<file path="src/sandpile_slope_relaxation_top_assert.svh">
// ----------------------------------------------------------------------------
// Sandpile slope relaxation assertion macros
// Shared concurrent assertion forms for the sandpile slope relaxation block.
// ----------------------------------------------------------------------------
`ifndef SANDPILE_SLOPE_RELAXATION_TOP_ASSERT_SVH
`define SANDPILE_SLOPE_RELAXATION_TOP_ASSERT_SVH

// The consequent must hold in the same cycle as the antecedent.
`define SPS_ASSERT_SAME(label, clk, rst_n, ante, cons, msg) \
    label: assert property (@(posedge clk) disable iff (!rst_n) (ante) |-> (cons)) \
        else $error(msg);

// The consequent must hold in the cycle after the antecedent.
`define SPS_ASSERT_NEXT(label, clk, rst_n, ante, cons, msg) \
    label: assert property (@(posedge clk) disable iff (!rst_n) (ante) |=> (cons)) \
        else $error(msg);

`endif

</file>
<file path="src/sps_pkg.sv">
// ----------------------------------------------------------------------------
// Sandpile slope relaxation package
// Field widths, register indexes, reset values and shared types.
// ----------------------------------------------------------------------------
package sps_pkg;

    localparam int MAX_COLUMNS_DEF = 32;
    localparam int SLOPE_BITS_DEF  = 8;

    localparam int POS_W    = 5;
    localparam int ADD_W    = 4;
    localparam int COLIDX_W = 5;
    localparam int HEIGHT_W = 9;
    localparam int THR_W    = 4;
    localparam int COLS_W   = 6;
    localparam int CNT_W    = 7;
    localparam int CFG_IDX_W  = 8;
    localparam int CFG_DATA_W = 8;
    localparam int IN_DATA_W  = 16;
    localparam int OUT_DATA_W = 16;

    localparam logic [HEIGHT_W-1:0] HEIGHT_MAX = 9'd511;
    localparam logic [THR_W-1:0]    THR_RESET  = 4'd2;
    localparam logic [COLS_W-1:0]   COLS_RESET = 6'd20;

    localparam logic [CFG_IDX_W-1:0] REG_SLOPE_THRESHOLD = 8'd0;
    localparam logic [CFG_IDX_W-1:0] REG_COLUMNS_IN_USE  = 8'd1;

    typedef struct packed {
        logic [THR_W-1:0] threshold;
        logic [CNT_W-1:0] columns;
    } cfg_t;

endpackage

</file>
<file path="src/sps_core.sv">
// ----------------------------------------------------------------------------
// Sandpile slope relaxation core
// Slope memory with a read-modify-write sequencer for adding, sweeping and
// streaming the column heights.
// ----------------------------------------------------------------------------
module sps_core #(
    parameter int MAX_COLUMNS = sps_pkg::MAX_COLUMNS_DEF,
    parameter int SLOPE_BITS  = sps_pkg::SLOPE_BITS_DEF
) (
    input  logic                          clk,
    input  logic                          rst_n,
    input  sps_pkg::cfg_t                 cfg,
    input  logic                          in_valid,
    output logic                          in_ready,
    input  logic [sps_pkg::POS_W-1:0]     in_position,
    input  logic [sps_pkg::ADD_W-1:0]     in_add_count,
    output logic                          out_valid,
    input  logic                          out_ready,
    output logic [sps_pkg::COLIDX_W-1:0]  out_column_index,
    output logic [sps_pkg::HEIGHT_W-1:0]  out_height,
    output logic                          out_last
);

    localparam int IDX_W  = $clog2(MAX_COLUMNS);
    localparam int CNT_W  = sps_pkg::CNT_W;
    localparam int RAW_SW = SLOPE_BITS + IDX_W + 1;
    localparam int SUM_W  = (RAW_SW > sps_pkg::HEIGHT_W + 1) ? RAW_SW : sps_pkg::HEIGHT_W + 1;

    typedef enum logic [3:0] {
        S_IDLE,
        S_ADD,
        S_CHK_RD,
        S_CHK,
        S_TGT_RD,
        S_TGT,
        S_LEFT_RD,
        S_LEFT,
        S_OUT_RD,
        S_OUT
    } state_t;

    function automatic logic [SLOPE_BITS-1:0] sat_add(
        input logic [SLOPE_BITS-1:0]         a,
        input logic [sps_pkg::THR_W-1:0]     b
    );
        logic [SLOPE_BITS:0] s;
        s = {1'b0, a} + (SLOPE_BITS + 1)'(b);
        sat_add = s[SLOPE_BITS] ? {SLOPE_BITS{1'b1}} : s[SLOPE_BITS-1:0];
    endfunction

    logic [SLOPE_BITS-1:0] mem [MAX_COLUMNS];
    logic [SLOPE_BITS-1:0] rd_data_reg;
    logic                  rd_vld_reg;
    logic [MAX_COLUMNS-1:0] vld_reg;

    state_t                        state_reg, state_next;
    logic [IDX_W-1:0]              idx_reg, idx_next;
    logic [IDX_W-1:0]              tgt_reg, tgt_next;
    logic                          moved_reg, moved_next;
    logic [SUM_W-1:0]              sum_reg, sum_next;
    logic [SUM_W-1:0]              rem_reg, rem_next;
    logic [sps_pkg::ADD_W-1:0]     cnt_reg, cnt_next;
    logic [IDX_W-1:0]              pos_reg, pos_next;
    logic                          out_valid_reg, out_valid_next;
    logic [sps_pkg::COLIDX_W-1:0]  out_idx_reg, out_idx_next;
    logic [sps_pkg::HEIGHT_W-1:0]  out_height_reg, out_height_next;
    logic                          out_last_reg, out_last_next;

    logic                  rd_en;
    logic [IDX_W-1:0]      rd_addr;
    logic                  wr_en;
    logic [IDX_W-1:0]      wr_addr;
    logic [SLOPE_BITS-1:0] wr_data;

    logic [SLOPE_BITS-1:0]     cur;
    logic [CNT_W-1:0]          n_last;
    logic [CNT_W-1:0]          idx_ext;
    logic [CNT_W-1:0]          pos_ext;
    logic                      at_last;
    logic                      pos_ok;
    logic [CNT_W:0]            tgt_sum;
    logic [CNT_W:0]            tgt_sel;
    logic [SLOPE_BITS-1:0]     p_ext;
    logic [sps_pkg::THR_W:0]   p_plus;
    logic                      topples;
    logic                      accept;
    logic                      out_free;
    logic                      adv;

    assign cur     = rd_vld_reg ? rd_data_reg : '0;
    assign n_last  = cfg.columns - CNT_W'(1);
    assign idx_ext = CNT_W'(idx_reg);
    assign pos_ext = CNT_W'(in_position);
    assign at_last = (idx_ext == n_last);
    assign pos_ok  = (pos_ext < cfg.columns);
    assign tgt_sum = (CNT_W + 1)'(idx_reg) + (CNT_W + 1)'(cfg.threshold);
    assign tgt_sel = (tgt_sum > {1'b0, n_last}) ? {1'b0, n_last} : tgt_sum;
    assign p_ext   = SLOPE_BITS'(cfg.threshold);
    assign p_plus  = {1'b0, cfg.threshold} + (sps_pkg::THR_W + 1)'(1);
    assign topples = (cur > p_ext);
    assign in_ready = (state_reg == S_IDLE);
    assign accept   = in_valid && in_ready;
    assign out_free = !out_valid_reg || out_ready;

    always_comb
    begin
        state_next      = state_reg;
        idx_next        = idx_reg;
        tgt_next        = tgt_reg;
        moved_next      = moved_reg;
        sum_next        = sum_reg;
        rem_next        = rem_reg;
        cnt_next        = cnt_reg;
        pos_next        = pos_reg;
        out_valid_next  = out_valid_reg && !out_ready;
        out_idx_next    = out_idx_reg;
        out_height_next = out_height_reg;
        out_last_next   = out_last_reg;
        rd_en           = 1'b0;
        rd_addr         = idx_reg;
        wr_en           = 1'b0;
        wr_addr         = idx_reg;
        wr_data         = cur;
        adv             = 1'b0;

        case (state_reg)
            S_IDLE:
            begin
                if (accept)
                begin
                    cnt_next   = in_add_count;
                    pos_next   = pos_ext[IDX_W-1:0];
                    idx_next   = '0;
                    moved_next = 1'b0;
                    sum_next   = '0;
                    if (pos_ok)
                    begin
                        rd_en      = 1'b1;
                        rd_addr    = pos_ext[IDX_W-1:0];
                        state_next = S_ADD;
                    end
                    else
                    begin
                        state_next = S_CHK_RD;
                    end
                end
            end
            S_ADD:
            begin
                wr_en      = 1'b1;
                wr_addr    = pos_reg;
                wr_data    = sat_add(cur, cnt_reg);
                state_next = S_CHK_RD;
            end
            S_CHK_RD:
            begin
                rd_en      = 1'b1;
                state_next = S_CHK;
            end
            S_CHK:
            begin
                if (topples)
                begin
                    wr_en      = 1'b1;
                    wr_data    = cur - SLOPE_BITS'(p_plus);
                    moved_next = 1'b1;
                    tgt_next   = tgt_sel[IDX_W-1:0];
                    state_next = S_TGT_RD;
                end
                else
                begin
                    sum_next = sum_reg + SUM_W'(cur);
                    adv      = 1'b1;
                end
            end
            S_TGT_RD:
            begin
                rd_en      = 1'b1;
                rd_addr    = tgt_reg;
                state_next = S_TGT;
            end
            S_TGT:
            begin
                wr_en   = 1'b1;
                wr_addr = tgt_reg;
                wr_data = sat_add(cur, sps_pkg::THR_W'(1));
                if (idx_reg != '0)
                begin
                    state_next = S_LEFT_RD;
                end
                else
                begin
                    adv = 1'b1;
                end
            end
            S_LEFT_RD:
            begin
                rd_en      = 1'b1;
                rd_addr    = idx_reg - IDX_W'(1);
                state_next = S_LEFT;
            end
            S_LEFT:
            begin
                wr_en   = 1'b1;
                wr_addr = idx_reg - IDX_W'(1);
                wr_data = sat_add(cur, cfg.threshold);
                adv     = 1'b1;
            end
            S_OUT_RD:
            begin
                rd_en      = 1'b1;
                state_next = S_OUT;
            end
            S_OUT:
            begin
                if (out_free)
                begin
                    out_valid_next  = 1'b1;
                    out_idx_next    = idx_ext[sps_pkg::COLIDX_W-1:0];
                    out_height_next = (rem_reg > SUM_W'(sps_pkg::HEIGHT_MAX)) ?
                                      sps_pkg::HEIGHT_MAX : rem_reg[sps_pkg::HEIGHT_W-1:0];
                    out_last_next   = at_last;
                    rem_next        = rem_reg - SUM_W'(cur);
                    if (at_last)
                    begin
                        state_next = S_IDLE;
                    end
                    else
                    begin
                        idx_next   = idx_reg + IDX_W'(1);
                        state_next = S_OUT_RD;
                    end
                end
            end
            default:
            begin
                state_next = S_IDLE;
            end
        endcase

        if (adv)
        begin
            if (!at_last)
            begin
                idx_next   = idx_reg + IDX_W'(1);
                state_next = S_CHK_RD;
            end
            else if (moved_next)
            begin
                idx_next   = '0;
                moved_next = 1'b0;
                sum_next   = '0;
                state_next = S_CHK_RD;
            end
            else
            begin
                idx_next   = '0;
                rem_next   = sum_next;
                state_next = S_OUT_RD;
            end
        end
    end

    always_ff @(posedge clk)
    begin
        if (wr_en)
        begin
            mem[wr_addr] <= wr_data;
        end
        if (rd_en)
        begin
            rd_data_reg <= mem[rd_addr];
        end
    end

    always_ff @(posedge clk or negedge rst_n)
    begin
        if (!rst_n)
        begin
            state_reg      <= S_IDLE;
            idx_reg        <= '0;
            tgt_reg        <= '0;
            moved_reg      <= 1'b0;
            sum_reg        <= '0;
            rem_reg        <= '0;
            cnt_reg        <= '0;
            pos_reg        <= '0;
            out_valid_reg  <= 1'b0;
            out_idx_reg    <= '0;
            out_height_reg <= '0;
            out_last_reg   <= 1'b0;
            vld_reg        <= '0;
            rd_vld_reg     <= 1'b0;
        end
        else
        begin
            state_reg      <= state_next;
            idx_reg        <= idx_next;
            tgt_reg        <= tgt_next;
            moved_reg      <= moved_next;
            sum_reg        <= sum_next;
            rem_reg        <= rem_next;
            cnt_reg        <= cnt_next;
            pos_reg        <= pos_next;
            out_valid_reg  <= out_valid_next;
            out_idx_reg    <= out_idx_next;
            out_height_reg <= out_height_next;
            out_last_reg   <= out_last_next;
            if (wr_en)
            begin
                vld_reg[wr_addr] <= 1'b1;
            end
            if (rd_en)
            begin
                rd_vld_reg <= vld_reg[rd_addr];
            end
        end
    end

    assign out_valid        = out_valid_reg;
    assign out_column_index = out_idx_reg;
    assign out_height       = out_height_reg;
    assign out_last         = out_last_reg;

endmodule

</file>
<file path="src/sandpile_slope_relaxation_top.sv">
// ----------------------------------------------------------------------------
// Sandpile slope relaxation top level
// One-dimensional sandpile held as slopes: add grains, relax, stream heights.
// ----------------------------------------------------------------------------
// Usage: a transaction on the s_axis channel carries a position and a grain
// count. The block adds the grains, relaxes the pile with full sweeps until a
// sweep topples nothing, and then sends one m_axis transaction per active
// column, column 0 first, with tlast on the final column. Configuration
// writes on the cfg channel set the threshold (index 0) and the column count
// (index 1); cfg_ready is always high, and writes belong to idle periods.
// Operation: every access goes through the single read port of the slope memory.
// The add step is skipped when the position lies outside the pile. A sweep
// reads and checks each column in turn; a toppling column also updates its
// target and, except at column 0, its left neighbour. After the last sweep,
// each result needs its own column read. Only one item is in work at a time;
// the next is accepted once the last result is in the output register. When
// the receiver stalls, the stream holds with the current result in the output
// register. Reset empties the pile at once through per-entry valid flags,
// restores the register defaults and drops output.
// ----------------------------------------------------------------------------
`include "sandpile_slope_relaxation_top_assert.svh"

module sandpile_slope_relaxation_top #(
    parameter int MAX_COLUMNS = sps_pkg::MAX_COLUMNS_DEF,
    parameter int SLOPE_BITS  = sps_pkg::SLOPE_BITS_DEF
) (
    input  logic                              clk,
    input  logic                              rst_n,
    input  logic                              cfg_valid,
    output logic                              cfg_ready,
    input  logic [sps_pkg::CFG_IDX_W-1:0]     cfg_index,
    input  logic [sps_pkg::CFG_DATA_W-1:0]    cfg_data,
    input  logic                              s_axis_tvalid,
    output logic                              s_axis_tready,
    // position [4:0], add_count [8:5], zeros above.
    input  logic [sps_pkg::IN_DATA_W-1:0]     s_axis_tdata,
    output logic                              m_axis_tvalid,
    input  logic                              m_axis_tready,
    // column_index [4:0], height [13:5], zeros above.
    output logic [sps_pkg::OUT_DATA_W-1:0]    m_axis_tdata,
    output logic                              m_axis_tlast
);

    localparam int CNT_W = sps_pkg::CNT_W;

    logic [sps_pkg::THR_W-1:0]    thr_reg;
    logic [sps_pkg::COLS_W-1:0]   cols_reg;
    sps_pkg::cfg_t                cfg_eff;
    logic [CNT_W-1:0]             cols_ext;
    logic [CNT_W-1:0]             last_col;
    logic [sps_pkg::COLIDX_W-1:0] col_idx;
    logic [sps_pkg::HEIGHT_W-1:0] height;

    assign cfg_ready = 1'b1;

    always_ff @(posedge clk or negedge rst_n)
    begin
        if (!rst_n)
        begin
            thr_reg  <= sps_pkg::THR_RESET;
            cols_reg <= sps_pkg::COLS_RESET;
        end
        else if (cfg_valid && cfg_ready)
        begin
            if (cfg_index == sps_pkg::REG_SLOPE_THRESHOLD)
            begin
                thr_reg <= cfg_data[sps_pkg::THR_W-1:0];
            end
            else if (cfg_index == sps_pkg::REG_COLUMNS_IN_USE)
            begin
                cols_reg <= cfg_data[sps_pkg::COLS_W-1:0];
            end
        end
    end

    assign cols_ext = CNT_W'(cols_reg);

    always_comb
    begin
        cfg_eff.threshold = (thr_reg == '0) ? sps_pkg::THR_W'(1) : thr_reg;
        if (cols_ext < CNT_W'(2))
        begin
            cfg_eff.columns = CNT_W'(2);
        end
        else if (cols_ext > CNT_W'(MAX_COLUMNS))
        begin
            cfg_eff.columns = CNT_W'(MAX_COLUMNS);
        end
        else
        begin
            cfg_eff.columns = cols_ext;
        end
    end

    assign last_col = cfg_eff.columns - CNT_W'(1);

    sps_core #(
        .MAX_COLUMNS (MAX_COLUMNS),
        .SLOPE_BITS  (SLOPE_BITS)
    ) u_core (
        .clk              (clk),
        .rst_n            (rst_n),
        .cfg              (cfg_eff),
        .in_valid         (s_axis_tvalid),
        .in_ready         (s_axis_tready),
        .in_position      (s_axis_tdata[sps_pkg::POS_W-1:0]),
        .in_add_count     (s_axis_tdata[sps_pkg::POS_W +: sps_pkg::ADD_W]),
        .out_valid        (m_axis_tvalid),
        .out_ready        (m_axis_tready),
        .out_column_index (col_idx),
        .out_height       (height),
        .out_last         (m_axis_tlast)
    );

    assign m_axis_tdata = sps_pkg::OUT_DATA_W'({height, col_idx});

    `SPS_ASSERT_SAME(a_last_on_final_column, clk, rst_n,
        m_axis_tvalid && m_axis_tlast,
        m_axis_tdata[sps_pkg::COLIDX_W-1:0] == last_col[sps_pkg::COLIDX_W-1:0],
        "tlast marks a column other than the final one")
    `SPS_ASSERT_NEXT(a_one_item_at_a_time, clk, rst_n,
        s_axis_tvalid && s_axis_tready,
        !s_axis_tready,
        "input accepted while the previous item is still in work")

endmodule

</file>
<file path="config.mk">
export PLATFORM = sky130hd
export DESIGN_NAME = sandpile_slope_relaxation_top
export DESIGN_NICKNAME = d
export VERILOG_FILES = /design/src/sps_pkg.sv /design/src/sps_core.sv /design/src/sandpile_slope_relaxation_top.sv
export VERILOG_INCLUDE_DIRS = /design/src /design/src/src
export SDC_FILE = /design/constraint.sdc
export NUM_CORES = 1
export LEC_CHECK = 0
export BUFFER_PORTS_ARGS = -buffer_cell sky130_fd_sc_hd__buf_2
export CORE_ASPECT_RATIO = 0.5
export CORE_UTILIZATION = 55
export CTS_CLUSTER_SIZE = 25
export DETAILED_ROUTE_END_ITERATION = 6
export PLACE_DENSITY = 0.72
export SLEW_MARGIN = 20
export SYNTH_ARGS = -nofsm -noshare
export SYNTH_HDL_FRONTEND = slang
export SYNTH_HIERARCHICAL = 1
export SYNTH_SLANG_ARGS = --single-unit
export TNS_END_PERCENT = 5
</file>
<file path="constraint.sdc">
create_clock -name clk -period 5.2 [get_ports clk]
set_clock_uncertainty 0.15 [all_clocks]
set_input_delay 0.52 -clock clk [delete_from_list [all_inputs] [get_ports clk]]
set_output_delay 0.52 -clock clk [all_outputs]
set_load 0.03 [all_outputs]
</file>
* Word level (Yosys, flattened, before mapping)
Memory sizes are Yosys's and may differ from the RTL's. A register that Yosys moved wholly into a read port is not among the register bits.
Index checks and enable logic that the tools add are counted.
** Storage, ports and cells
- RAM bits :: 256
- Bits of input ports :: 37
- Output and inout port bits :: 20
- Memories kept :: 1
- Logic and storage cells :: 139
- Bits in registers :: 111
** Memory list
- u_core.mem :: depth 32, bits a word 8, rd ports 1, clocked after memory_dff 1, write ports 1, line sps_core.sv:51 : logic [SLOPE_BITS-1:0] mem [MAX_COLUMNS];
** Cells by class
- Bitwise logic cells :: 2
- Order comparisons :: 9
- Equality and inequality tests :: 17
- Reduce and logical (&&, ||, !) cells :: 20
- $add $sub $neg :: 11
- Mux-type cells :: 63
** Operators with widths (count)
- 14-bit 2-to-1 mux :: 10
- 5-bit 2-to-1 mux :: 8
- 8-bit 2-to-1 mux :: 5
- 4-bit case mux with 10 select lines :: 1
- 4-bit 2-to-1 mux :: 9
- 32-bit bitwise OR :: 1
- 8-bit case mux with 4 select lines :: 1
- 5-bit case mux with 3 select lines :: 2
- 14-bit case mux with 2 select lines :: 1
- 8-bit by 4-bit adder with 9-bit output :: 2
- 4-bit by 3-bit equality test with 1-bit output (second input constant) :: 4
- 1-bit 2-to-1 mux :: 15
- 14-bit by 8-bit adder with 14-bit output :: 1
- 14-bit by 9-bit greater-than comparator with 1-bit output (second input constant) :: 1
- 14-bit by 8-bit subtractor with 14-bit output :: 1
- 5-bit by 6-bit less-than comparator with 1-bit output (second input constant) :: 2
- 6-bit 2-to-1 mux :: 2
- 5-bit case mux with 2 select lines :: 1
- 8-bit by 1-bit adder with 9-bit output (second input constant) :: 1
- 9-bit 2-to-1 mux :: 1
- 3-bit by 1-bit != test with 1-bit output (second input constant) :: 3
- 4-bit by 2-bit equality test with 1-bit output (second input constant) :: 2
- 4-bit equality test (second input constant) :: 2
- 8-bit by 1-bit equality test with 1-bit output (second input constant) :: 1
- other kinds (35) :: 45

* Logic depth before layout (Yosys ltp)
Gate-level depths: netlist of run 1.
- Depth in word-level cells :: 9
- Gate-level depth with buffers :: 16
- Gate-level depth less buffers :: 15

* By module
The synthesis of run 1 kept the hierarchy.
** By module, submodules not included
- sps_core :: cells each 1671, seq. area each 10455.0 um^2, area each 18297.5 um^2, times used 1
- sandpile_slope_relaxation_top :: cells each 43, seq. area each 254.0 um^2, area each 524.3 um^2, times used 1

* Worst setup path before layout of run 1
No wires, ideal clock.
- Path kind :: flip-flop to flip-flop
- From :: register u_core.rd_vld_reg
- To :: memory u_core/mem[0][6] (netlist bit) (data pin)
- Arrival time :: 3.804 ns
- Library setup time :: 0.387 ns
- Required time :: 4.663 ns
- Period minus slack after synthesis :: 4.341 ns
- Setup slack :: 0.859 ns
- Buffers on the path :: 2
- Stages on the path, launching flop included :: 16
- Path through :: dfrtp_1 -> buf_2 -> buf_1 -> nand2_1 -> inv_1 -> ha_1 -> ha_1 -> a21o_1 -> nor2_1 -> or3_1 -> maj3_1 -> nor2_1 -> o21ai_0 -> nor3_1 -> nor2_1 -> a22oi_1
** Between the ends
- Word-level cells in the longest chain between the ends :: 4
- Elaborated cells between the ends (all ways) :: 11
- Those cells by class :: add/sub (4); order compare (1); mux (6)
** Ends and longest elaborated chain
- start, declared :: line sps_core.sv:53 : logic rd_vld_reg;
- start signal, assigned :: line sps_core.sv:315 : rd_vld_reg <= vld_reg[rd_addr];
- 8-bit 2-to-1 mux (*) :: line sps_core.sv:90 : assign cur = rd_vld_reg ? rd_data_reg : '0;
- 8-bit by 4-bit adder with 9-bit output (tied with other cells) :: line sps_core.sv:47 : s = {1'b0, a} + (SLOPE_BITS + 1)'(b);
- 8-bit 2-to-1 mux (on tied branches) :: line sps_core.sv:48, sps_core.sv:162
- 8-bit case mux with 4 select lines (*) :: line sps_core.sv:126 : case (state_reg)
- via u_core.wr_data[6] :: line sps_core.sv:73 : logic [SLOPE_BITS-1:0] wr_data;
- end, declared :: line sps_core.sv:51
The timed path passes the listed nets; every way through them passes the cells marked *.

==> impl_metrics.json, run 1 <==
{
  "fin_ws_ns": 0.375,
  "largest_register_ffs": 256,
  "cpLargestDelayFamily": "simple AND/OR/NAND/NOR gates",
  "die_area_sq_um": 35000,
  "hpwl_um": 32600,
  "grt_overflow": 0,
  "min_from": "s_axis_tdata[7]",
  "synth_seq_cells": 375,
  "post-place-ws_ns": 0.492,
  "p_sw_uw": 6300,
  "synth_adder_area_share_pct": 3.40,
  "rsz0062_at_grt": "false",
  "met2_length_um": 22100,
  "status": "complete, but fails checks",
  "reg2regPathDepth": 14,
  "io_buffers": 44,
  "whs_path_depth": 2,
  "synthMuxAreaShare_pct": 3.60,
  "wire_per_inst_um": 21.9,
  "violations": "DRC",
  "cts-htree-levels": 2,
  "die_x_um": 264,
  "ctsResizeCount": 0,
  "cp_max_fo": 22,
  "switching_share_pct": 43.2,
  "route.vias.total": 13900,
  "ys_types": 92,
  "met3_length_um": 3640,
  "clock_latency_ns": 0.55,
  "layout_min_cycle_time_ns": 4.82,
  "dr.pass1.iters": 7,
  "internal_power_uw": 8270,
  "cts_buffers": 35,
  "crit_slowest_cell": "nor3_1",
  "diodes": 0,
  "crit_buf_inv": 3,
  "grt_pass1_vias": 13600,
  "synth-async-reset-ratio_pct": 29.6,
  "reg2reg_slack_ns": 0.38,
  "synth_compound_area_share_pct": 13.2,
  "core_sq_um": 33300,
  "synth-xor-area-share_pct": 2.33,
  "wl_met1_um": 21800,
  "yosysMostFrequentCell": "nand2_1",
  "globalRouteTotalUtil_pct": 28.2,
  "hold_viol_final": 0,
  "drive_above_1_share_pct": 13.7,
  "start_util_pct": 56.4,
  "cts_root_buf": "clkbuf_16",
  "postCtsSetupBuffers": 0,
  "synthSimpleGateAreaFrac_pct": 17.0,
  "seqPwrFrac_pct": 32.5,
  "final_max_slew_viol_count": 0,
  "postRouteAntennaNets": 0,
  "synthCells": 1714,
  "cts_tree": "yes",
  "synth_common_cells": "298 x nand2_1, 264 x edfxtp_1, 108 x dfrtp_1, 105 x nor2_1, 76 x a211oi_1",
  "synth_top_family_by_area": "simple AND/OR/NAND/NOR gates",
  "slowest_delay_ns": 0.50,
  "fin_crit_sh_pct": 92.8,
  "cts_sinks": 375,
  "clock.fmax_mhz": 207,
  "synth_top_area_cell": "edfxtp_1",
  "clockPowerShare_pct": 17.3,
  "path_class": "register to register",
  "power_density_nw_per_um2": 700,
  "arrival_ns": 4.95,
  "yosys-top-cells-area": "edfxtp_1 42%, dfrtp_1 14%, nand2_1 5.9%",
  "syn_area_per_cell_sq_um": 11.0,
  "syn_area_sq_um": 18800,
  "drc": 3,
  "finalWeightedCongestion": 0.947,
  "rows": 47,
  "worstPathRequired_ns": 5.33,
  "antenna_found_initial": 0,
  "cts.reportedPaths.clkPinSlew_ns": 0.06,
  "ys_warn_count": 6,
  "dr.max_layer_used": "met4",
  "power.share.combinational_pct": 50.2,
  "wl_um": 48800,
  "nNetsFinal": 1836,
  "reg2reg_from": "cols_reg[5]$_DFFE_PN0P_",
  "endpoint_kind": "register",
  "vias_per_cell": 6.23,
  "clk_path_buf_depth": 3,
  "yosysSeqAreaShare_pct": 56.9,
  "grt_max_degree": 69,
  "peakVddDrop_mv": 0.305,
  "syn2layout_area_growth_pct": 10.6,
  "grt_first_pass_wirelength_um": 76900,
  "maxSlewHeadroom_pct": 35.7,
  "die_h_um": 133,
  "p_leak_uw": 0.00823,
  "holdPathEnd": "u_core/cnt_reg[2]$_DFFE_PN0P_",
  "pin_count": 57,
  "finalSetupTns_ns": 0,
  "drt_iter0_drc": 1314,
  "holdCritPathClass": "primary input to register",
  "yosys_most_used_dff": "edfxtp_1",
  "synth_top_area_share_pct": 42.1,
  "finalSetupViolCount": 0,
  "cp-start-kind": "register",
  "maxCapViolations": 0,
  "worst_pin_slew_ns": 0.962,
  "synth_edf_count": 264,
  "worst_r2r_endpoint": "u_core/rd_data_reg[2]$_DFFE_PP_",
  "crit_chain": "nor2b_1 -> inv_1 -> ha_1 -> nand2_1 -> nor3_1 -> a2111oi_0 -> o21ai_0 -> nand2_2 -> buf_12 -> buf_4 -> and3_1 -> a31oi_1 -> a211oi_1 -> nor4_1"
}
-- area by class of cell --
type | instances | area (sq um)
clock buffers | 42 | 922
clock inverters | 20 | 190
fillers | 2595 | 12500
inverters | 34 | 128
multi-input cells | 1208 | 7510
flip-flops and latches | 375 | 10700
well taps | 441 | 552
repair buffers | 107 | 798
-- worst max path at each step --
stage	start	to	slack, ns	cells after the start
floorplan	u_core/rd_vld_reg$_DFFE_PN0P_	u_core/mem[0][6]$_DFFE_PP_	0.86	15
CTS	cols_reg[5]$_DFFE_PN0P_	u_core/rd_data_reg[0]$_DFFE_PP_	0.46	14
global route	cols_reg[2]$_DFFE_PN1P_	u_core/rd_data_reg[4]$_DFFE_PP_	0.22	14
finish	cols_reg[5]$_DFFE_PN0P_	u_core/rd_data_reg[2]$_DFFE_PP_	0.38	14
detailed placement	cols_reg[5]$_DFFE_PN0P_	u_core/rd_data_reg[0]$_DFFE_PP_	0.49	14
global placement	cols_reg[4]$_DFFE_PN1P_	u_core/rd_data_reg[0]$_DFFE_PP_	0.66	14
-- repair_timing --
action / in CTS / in global routing
hold endpoints to repair: 55 / 0
hold buffers: 1 / 0
setup endpoints to repair: 0 / 0
-- placed cells by master, fill, tap and decap left out, types with 14 or more instances in the layout --
master / instances
nor2_1: 105
o21ai_0: 68
a211oi_1: 76
clkbuf_16: 35
nand3_1: 32
or2_2: 38
dfrtp_1: 108
edfxtp_1: 264
mux2_2: 18
maj3_1: 15
a31oi_1: 50
nor3_1: 20
nor2b_1: 21
buf_4: 55
a21oi_1: 60
xnor2_1: 33
inv_1: 31
ha_1: 36
nand2_1: 297
mux2i_1: 44
nor4_1: 14
buf_2: 43
and3_1: 74
-- power by group through the flow --
stage / registers [uW] / logic, uW / clock network, uW
6_report: 4740 / 7320 / 2520
4_1_cts: 4730 / 7220 / 2560
3_5_place_dp: 4780 / 7160 / 0
5_1_grt: 4790 / 7890 / 2660
3_3_place_gp: 4760 / 6940 / 0
2_1_floorplan: 4710 / 4880 / 0
-- layer usage --
metal / track usage (%) / vias up
met4: 8.61 / 0
met5: 0 / -
met3: 4.65 / 94
met1: 40.4 / 6851
met2: 44.4 / 551
li1: - / 6385
-- cells by family (layout without fill, tap and decap cells) --
family                   Yosys count  in the layout
multiplexers                      65             65
buffers and inverters            135            203
AND/OR/NAND/NOR                  668            668
XOR/XNOR                          47             47
adder cells (fa/ha/maj)           53             53
other                              2              6
flip-flops                       375            375
AO/OA/AOI/OAI                    369            369
-- stage by stage --
step           instance area [sq um]  util [%]  total power [uW]  hold slack, ns  instances
3_3_place_gp                   19700      59.1             11700           0.298       2164
3_5_place_dp                   19700      59.1             11900           0.302       2164
2_1_floorplan                  18800         -              9590          0.0744       1718
4_1_cts                        20800      62.4             14500          0.0376       2227
5_1_grt                        20800      62.4             15300          0.0558       2227
6_report                       20800      62.4             14600          0.0547       2227
-- worst register-to-register path: stages, from the launching register on --
cell	delay, ns
dfrtp_1	0.49
nor2b_1	0.43
inv_1	0.09
ha_1	0.29
nand2_1	0.05
nor3_1	0.50
a2111oi_0	0.24
o21ai_0	0.45
nand2_2	0.44
buf_12	0.32
buf_4	0.19
and3_1	0.15
a31oi_1	0.20
a211oi_1	0.16
nor4_1	0.42
Note: power is estimated with default switching activity, not from simulation.
==> run 2, diff against run 1 <==
GPL_ROUTABILITY_DRIVEN = 1   (was unset)
PLACE_DENSITY = 0.75   (was 0.72)
clock period = 4.35 ns   (was 5.2 ns; I/O delays follow)
==> run 2 against run 1 <==
The run now ends clean. Global-route usage fell by 0.46 points. Clock power is 20% higher. Critical path depth increased by 1. Sequential share of layout area fell by 1.2 points. Register-to-register slack worse by 0.10 ns. Via count up 1.7%. Die area stayed put.
==> impl_metrics.json, run 2 (synthesized netlist as in run 1, its figures left out) <==
{
  "rows": 47,
  "syn2layout_area_growth_pct": 13.2,
  "postRouteAntennaNets": 0,
  "cts.reportedPaths.clkPinSlew_ns": 0.07,
  "crit_slowest_cell": "dfrtp_1",
  "arrival_ns": 4.21,
  "grt_first_pass_wirelength_um": 75100,
  "nNetsFinal": 1897,
  "worstPathRequired_ns": 4.48,
  "cp_max_fo": 32,
  "rsz0062_at_grt": "false",
  "drt_iter0_drc": 1766,
  "diodes": 0,
  "path_class": "register to register",
  "drc": 0,
  "wire_per_inst_um": 21.2,
  "holdCritPathClass": "primary input to register",
  "peakVddDrop_mv": 0.492,
  "fin_crit_sh_pct": 93.8,
  "hold_ws_ns": 0.0249,
  "dr.pass1.iters": 6,
  "power_density_nw_per_um2": 824,
  "grt_pass1_vias": 13300,
  "globalRouteTotalUtil_pct": 27.8,
  "hold_viol_final": 0,
  "drive_above_1_share_pct": 15.8,
  "layout_min_cycle_time_ns": 4.08,
  "final-seq-area_sq_um": 10700,
  "die_x_um": 264,
  "vias_per_cell": 6.17,
  "clk_path_buf_depth": 3,
  "multi_input_area_sq_um": 7520,
  "worst_pin_slew_ns": 0.806,
  "cts-htree-levels": 2,
  "final_max_slew_viol_count": 0,
  "cts_sinks": 375,
  "finalSetupTns_ns": 0,
  "endpoint_kind": "register",
  "layout_common_cells": "297 x nand2_1, 264 x edfxtp_1, 108 x dfrtp_1",
  "fill_cells": 2563,
  "wl_um": 48400,
  "clock_latency_ns": 0.55,
  "fin_ws_ns": 0.271,
  "final_common_cell": "nand2_1",
  "p_leak_uw": 0.00854,
  "status": "finished clean",
  "cp-start-kind": "register",
  "crit_chain": "buf_4 -> nor2b_1 -> inv_1 -> ha_1 -> a21oi_1 -> o21ai_1 -> a211o_4 -> a31oi_1 -> and2_2 -> buf_12 -> and3_1 -> a211oi_1 -> a211oi_1 -> buf_4 -> nor4_1",
  "slowest_delay_ns": 0.45,
  "grt_max_degree": 75,
  "largest_register_ffs": 256,
  "die_h_um": 133,
  "endpoint": "u_core/rd_data_reg[7]$_DFFE_PP_",
  "grt_overflow": 0,
  "maxCapViolations": 0,
  "finalWeightedCongestion": 0.964,
  "reg2reg_slack_ns": 0.27,
  "antenna_found_initial": 0,
  "pin_count": 57,
  "post-place-ws_ns": 0.313,
  "core_sq_um": 33300,
  "start_util_pct": 56.4,
  "hpwl_um": 31600,
  "cts_tree": "yes",
  "power_uw": 17600,
  "die_area_sq_um": 35000,
  "worst_r2r_endpoint": "u_core/rd_data_reg[7]$_DFFE_PP_",
  "fin_util_pct": 63.9,
  "startpoint": "cols_reg[5]$_DFFE_PN0P_",
  "io_buffers": 44,
  "reg2regPathDepth": 15,
  "cts_buffers": 34,
  "reg2reg_from": "cols_reg[5]$_DFFE_PN0P_",
  "route.vias.total": 14100,
  "cts_root_buf": "clkbuf_16",
  "maxSlewHeadroom_pct": 46.3,
  "finalSetupViolCount": 0,
  "clock.fmax_mhz": 245
}
run 2: cell count changes in the layout (fill, tap and decap cells not counted), sizes merged:
cell	change
buf	+52
clkbuf	-3
clkinv	-2
bufinv	+2
dlygate4sd3	+10
run 2: critical path: cells and delay by family, from the launching register on:
| family | cells | cell delay, ns |
|---|---|---|
| buffers and inverters | 4 | 0.67 |
| AO/OA/AOI/OAI | 6 | 1.49 |
| AND/OR/NAND/NOR | 4 | 0.72 |
| flip-flops | 1 | 0.45 |
| adder cells (fa/ha/maj) | 1 | 0.31 |
run 2: cell type report:
cell class	instances	share of cell area, %
Timing Repair Buffer	169	6.16
Clock buffer	39	4.08
Sequential cell	375	50.3
Inverter	34	0.599
Tap cell	441	2.59
Multi-Input combinational cell	1208	35.3
Clock inverter	20	1.05
run 2: metrics by stage:
step | cells | instance area [sq um]
global placement | 2216 | 20100
detailed placement | 2216 | 20100
finish | 2286 | 21300
global route | 2286 | 21300
CTS | 2286 | 21300
floorplan | 1718 | 18800
run 2: how the worst min path moves through the flow:
| stage | slack, ns | cells after the start | end | from |
|---|---|---|---|---|
| after detailed placement | 0.30 | 1 | u_core/vld_reg[0]$_DFFE_PN0P_ | u_core/vld_reg[0]$_DFFE_PN0P_ |
| final | 0.02 | 2 | u_core/pos_reg[1]$_DFFE_PN0P_ | s_axis_tdata[1] |
| after floorplan | -0.01 | 0 | cols_reg[0]$_DFFE_PN0P_ | rst_n |
| after global routing | 0.01 | 2 | u_core/pos_reg[3]$_DFFE_PN0P_ | s_axis_tdata[3] |
| after global placement | 0.30 | 1 | u_core/vld_reg[6]$_DFFE_PN0P_ | u_core/vld_reg[6]$_DFFE_PN0P_ |
| after CTS | 0.01 | 2 | u_core/pos_reg[3]$_DFFE_PN0P_ | s_axis_tdata[3] |
run 2: timing repair:
item / 4_1_cts / 5_1_grt
endpoints found under the hold margin: 72 / 0
hold buffers: 11 / 0
buffers inserted: 0 / 0
endpoints found under the setup margin: 0 / 1
gates resized for setup: 0 / 1
run 2: layer usage:
layer | vias to the layer above | GRT usage (%) | part of all wire (%)
met2 | 685 | 43.0 | 45
met1 | 6834 | 40.4 | 44
met4 | 0 | 7.54 | 2.2
li1 | 6506 | - | -
met3 | 90 | 4.91 | 9.1
met5 | - | 0 | 0
run 2: where the power goes:
group,leakage (uW),internal [uW],switching [uW],total (uW)
clock network,0.000529,1690,1330,3020
logic,0.00420,3160,5750,8900
registers,0.00380,5240,396,5640
total,0.00854,10100,7480,17600
